===== config.mk =====
export PLATFORM = sky130hd
export DESIGN_NAME = mst_ram
export DESIGN_NICKNAME = d
export VERILOG_FILES = /design/src/rtl/mst_ram.sv
export SDC_FILE = /design/constraint.sdc
export NUM_CORES = 1
export LEC_CHECK = 0
export BUFFER_PORTS_ARGS = -buffer_cell sky130_fd_sc_hd__buf_2
export CORE_ASPECT_RATIO = 1.25
export CORE_MARGIN = 3
export CORE_UTILIZATION = 30
export CTS_BUF_LIST = sky130_fd_sc_hd__clkbuf_2 sky130_fd_sc_hd__clkbuf_4 sky130_fd_sc_hd__clkbuf_8
export CTS_CLUSTER_DIAMETER = 40
export DETAILED_ROUTE_END_ITERATION = 16
export GPL_ROUTABILITY_DRIVEN = 0
export PLACE_DENSITY_LB_ADDON = 0.08
export SLEW_MARGIN = 20
export SYNTH_ARGS = -nofsm -noshare
export SYNTH_HDL_FRONTEND = slang
export SYNTH_SLANG_ARGS = --single-unit

===== constraint.sdc =====
create_clock -name i_clk -period 2.7 [get_ports i_clk]
set_clock_uncertainty 0.2 [all_clocks]
set_input_delay 0.135 -clock i_clk [delete_from_list [all_inputs] [get_ports i_clk]]
set_output_delay 0.135 -clock i_clk [all_outputs]
set_load 0.02 [all_outputs]

===== src/rtl/mst_ram.sv =====
// Generic single-port-write, single-port-read RAM with registered read.
// No dependencies.
module mst_ram #(
    parameter int Width = 8,
    parameter int Depth = 16
) (
    input  logic                     i_clk,
    input  logic                     i_we,
    input  logic [$clog2(Depth)-1:0] i_waddr,
    input  logic [Width-1:0]         i_wdata,
    input  logic [$clog2(Depth)-1:0] i_raddr,
    output logic [Width-1:0]         o_rdata
);
    logic [Width-1:0] r_mem [Depth];
    always_ff @(posedge i_clk) begin
        if (i_we) r_mem[i_waddr] <= i_wdata;
        o_rdata <= r_mem[i_raddr];
    end
endmodule


* After elaboration in Yosys (flattened, before gate mapping) *
Memories as Yosys holds them, arrays and structs flattened. A register that Yosys moved wholly into a read port is not among the register bits.
Index checks and enable logic that the tools add are counted.

storage, ports and cells
  register bits after elaboration = 0
  memory bits (writable) = 128
  input port bits = 18
  output and inout port bits = 8
  logic and storage cells = 3
  memories = 1

cells by class
  mux-type cells = 2

memories
  memory  depth  width  read ports  clocked after memory_dff  write ports  line  RTL
  r_mem   16     8      1           1                         1            14    logic [Width-1:0] r_mem [Depth];

operator list
  operator  number
  $mux W1   2

* Longest topological paths before layout *
  word-level depth = 2
  mapped depth = 5
  depth with buffers taken out = 3

* Worst setup path before layout *
Ideal clock, no wire load.

  path kind = input port to flip-flop
  start point = input i_waddr[2]
  end point = memory r_mem[0][0] (enable)
  setup time = 0.383 ns
  arrival = 1.245 ns
  data required time = 2.117 ns
  setup slack = 0.872 ns
  stages = 2
  path buffers = 0
  cell sequence = or3b_2 nor3_1

RTL lines
  item             line  RTL
  start, declared  9     input logic [$clog2(Depth)-1:0] i_waddr,
  end, declared    14

No word-level cell before the write port.

==> flow_results.org <==
** Worst setup path
- Worst setup path category :: flip-flop to flip-flop
- Crit path DAT :: 1.72 ns
- Data required time of the critical path :: 2.81 ns
- STA classifies the critical path startpoint as a flip-flop.
- The worst setup path is captured at a flip-flop.
- Along the worst path, the maximum fanout reaches 1.

** Global route
- Global routing consumed, over all layers together, 12.7% of the routing resources.
- The via count of the first global-routing pass is 2554.
- The number of antenna violations at the first check in global routing came to 0.
- Global route overflow :: 0
- Maximum number of pins on one net before global-route repair :: 33
- Global-route wire length before repair :: 16500 um

** Final layout
- The net count of the finished layout is 308.
- In the layout the commonest cells are 128 x edfxtp_1, 25 x buf_2, 18 x mux4_2.
- Filler instances :: 1577
- Post-synthesis to final-layout area growth :: 18.1%
- Once layout is done, the placed cells without fillers occupy 6080 sq um.
- Share of post-route cells with drive strength above 1 :: 28.7%
- 0 antenna diodes ended up in the layout.
- For this run, the number of standard cells in the final layout without fillers is 519.
- Most frequent standard cell in the layout excluding fill and tap cells :: edfxtp_1

** STA
- For the pin with the worst max-slew slack, the measured transition is 0.741 ns.
- After layout, the worst path uses 59.6% of the clock period.
- Setup violations remaining at the end of the flow were counted as 0.
- Setup repair after global routing missed its margin :: false
- Number of failing hold endpoints at the final stage :: 0
- Maximum clock frequency :: 0.621 GHz
- Worst-case headroom to the max-slew limit :: 50.4%
- Number of pins exceeding their max-slew limit in the final report :: 0
- Aggregate negative setup slack :: 0 ns
- Final critical-path required period :: 1.61 ns

** Die
- The die covers 18800 sq um.
- From bottom edge to top edge, the die measures 152 um.
- Die outline width :: 123 um
- Initial core utilization :: 31.1%
- Row generation in the floorplan step produced 52 rows.
- The core region is 16500 sq um.
- Number of top-level design ports :: 26

** Pwr
- Across the VDD grid, the largest voltage drop is 0.274 mV.
- Standby leakage power :: 0.00203 uW
- Pwr Density :: 694 nW/um^2
- Total power for the finished layout comes to 4220 uW.

** Route
- Using the TritonRoute via totals, the vias-per-cell ratio works out to 4.66.
- The detailed router finished its first iteration with 161 violations.
- Post-detailed-route DRC marker count :: 0
- The first TritonRoute pass finished after 4 iterations.
- Wire length after detailed routing :: 11000 um
- In this run the remaining antenna-violating nets after routing total 0.
- Routed WL per cell :: 21.2 um
- Vias :: 2417

** Synth
- Number of storage elements in the synthesis netlist :: 136
- Yosys synthesis warning count :: 0
- Cell taking the most area after synthesis :: edfxtp_1
- Share of Yosys cell area claimed by the top area cell type :: 74.7%
- Synthesized instance count :: 229
- Synthesis instantiated 19 different standard cells from the library.
- Cell Area, Synth :: 5150 sq um
- Sorting the synthesized cells by area gives the leading types as edfxtp_1 75%, mux4_2 7.9%, mux4_1 7.1%.
- After synthesis, the mean cell area works out to 22.5 sq um.
- Register area share after synthesis :: 77.8%
- Mapped Nets :: 247

** Clocking
- Gates resized during post-CTS repair numbered 0.
- In this run the clock root is driven by a clkbuf_8.
- TritonCTS clock tree :: yes
- The clock passes through at most 2 buffers.
- Clock tree synthesis inserted a total of 17 buffers.
- The H-tree was split into 4 levels.
- After clock tree synthesis, the clock-pin slew on the worst setup and hold paths is 0.07 ns.
- For the worst-skew pair, the clock arrives at the later sink with an insertion delay of 0.43 ns.
- Clock tree synthesis found a total of 136 sinks.

** Placed design
- Number of I/O port buffers :: 25
- After legalization and detailed placement, the total HPWL measured 6810 um.
- After detailed placement, the total cell area comes to 5620 sq um.
- Number of placed instances, taps included :: 479

** Worst hold path
- The tightest min-delay check is of the input port to flip-flop type.

** Status
- Status :: completed

** Run
- Maxcap violations :: 0
-- state kept, by name (all words and copies together) (netlist names) --
| register | cells |
|---|---|
| r_mem | 128 |
| o_rdata | 8 |
-- per-stage QoR --
stage | hold WS, ns | utilization, % | setup slack [ns]
CTS | 0.0258 | 36.8 | 1.05
global route | 0.0494 | 36.8 | 1.01
detailed placement | 0.345 | 34.0 | 0.779
floorplan | 0.0339 | - | 0.872
finish | 0.0518 | 36.8 | 1.09
global placement | 0.341 | 34.0 | 0.785
-- final timing paths --
| check | from | end | slack [ns] | cells past startpoint |
|---|---|---|---|---|
| max | r_mem[1][1] | o_rdata[1] | 1.09 | 3 |
| min | i_waddr[0] | r_mem[0][0] | 0.05 | 3 |
| max reg2reg | r_mem[1][1] | o_rdata[1] | 1.09 | 3 |
| min reg2reg | r_mem[12][5] | o_rdata[5] | 0.48 | 3 |
-- power by group --
part           leakage (uW)  switching, uW  total, uW  internal (uW)
logic              0.000614            143        246            103
registers           0.00122           13.6       2370           2360
clock network      0.000193            721       1600            879
-- timing repair --
| item | CTS | global route |
|---|---|---|
| setup buffers | 0 | 0 |
| endpoints found under the setup margin | 0 | 0 |
| endpoints found under the hold margin | 128 | 0 |
| hold buffers | 8 | 0 |
-- final cells by class --
| cell class | instances | area, sq um | share of cell area [%] |
|---|---|---|---|
| Sequential cell | 136 | 4000 | 65.9 |
| Multi-Input combinational cell | 83 | 1060 | 17.4 |
| Timing Repair Buffer | 52 | 373 | 6.13 |
| Tap cell | 216 | 270 | 4.45 |
| Clock buffer | 17 | 234 | 3.85 |
| Clock inverter | 15 | 140 | 2.31 |
-- cells in the mapped netlist (all sizes together) --
cell / number
nor2: 13
nand3: 1
and2b: 1
a22oi: 16
edfxtp: 128
nor2b: 1
and2: 1
nor3: 4
buf: 7
dfxtp: 8
or3b: 1
nand2b: 2
nand3b: 2
clkdlybuf4s25: 3
mux4: 32
nand2: 9
-- cell families (layout without fill, tap and decap cells) --
kind of cell	Yosys count	after routing	synth area share, %
AO/OA/AOI/OAI	16	16	2.33
buffers and inverters	10	84	1.68
AND/OR/NAND/NOR	35	35	3.18
multiplexers	32	32	15.0
flip-flops	136	136	77.8
-- routing by layer --
| metal | GRT usage, % | part of all wire (%) |
|---|---|---|
| met1 | 16.7 | 43 |
| met2 | 19.7 | 50 |
| met3 | 3.97 | 4.8 |
| met4 | 5.01 | 1.6 |
| met5 | 0 | 0 |
-- critical path: stages, from the launching register on --
cell and delay (ns):
edfxtp_1 0.35, mux4_1 0.51, a22oi_1 0.34, nand2_1 0.09
Power figures use the tool's default switching activity.
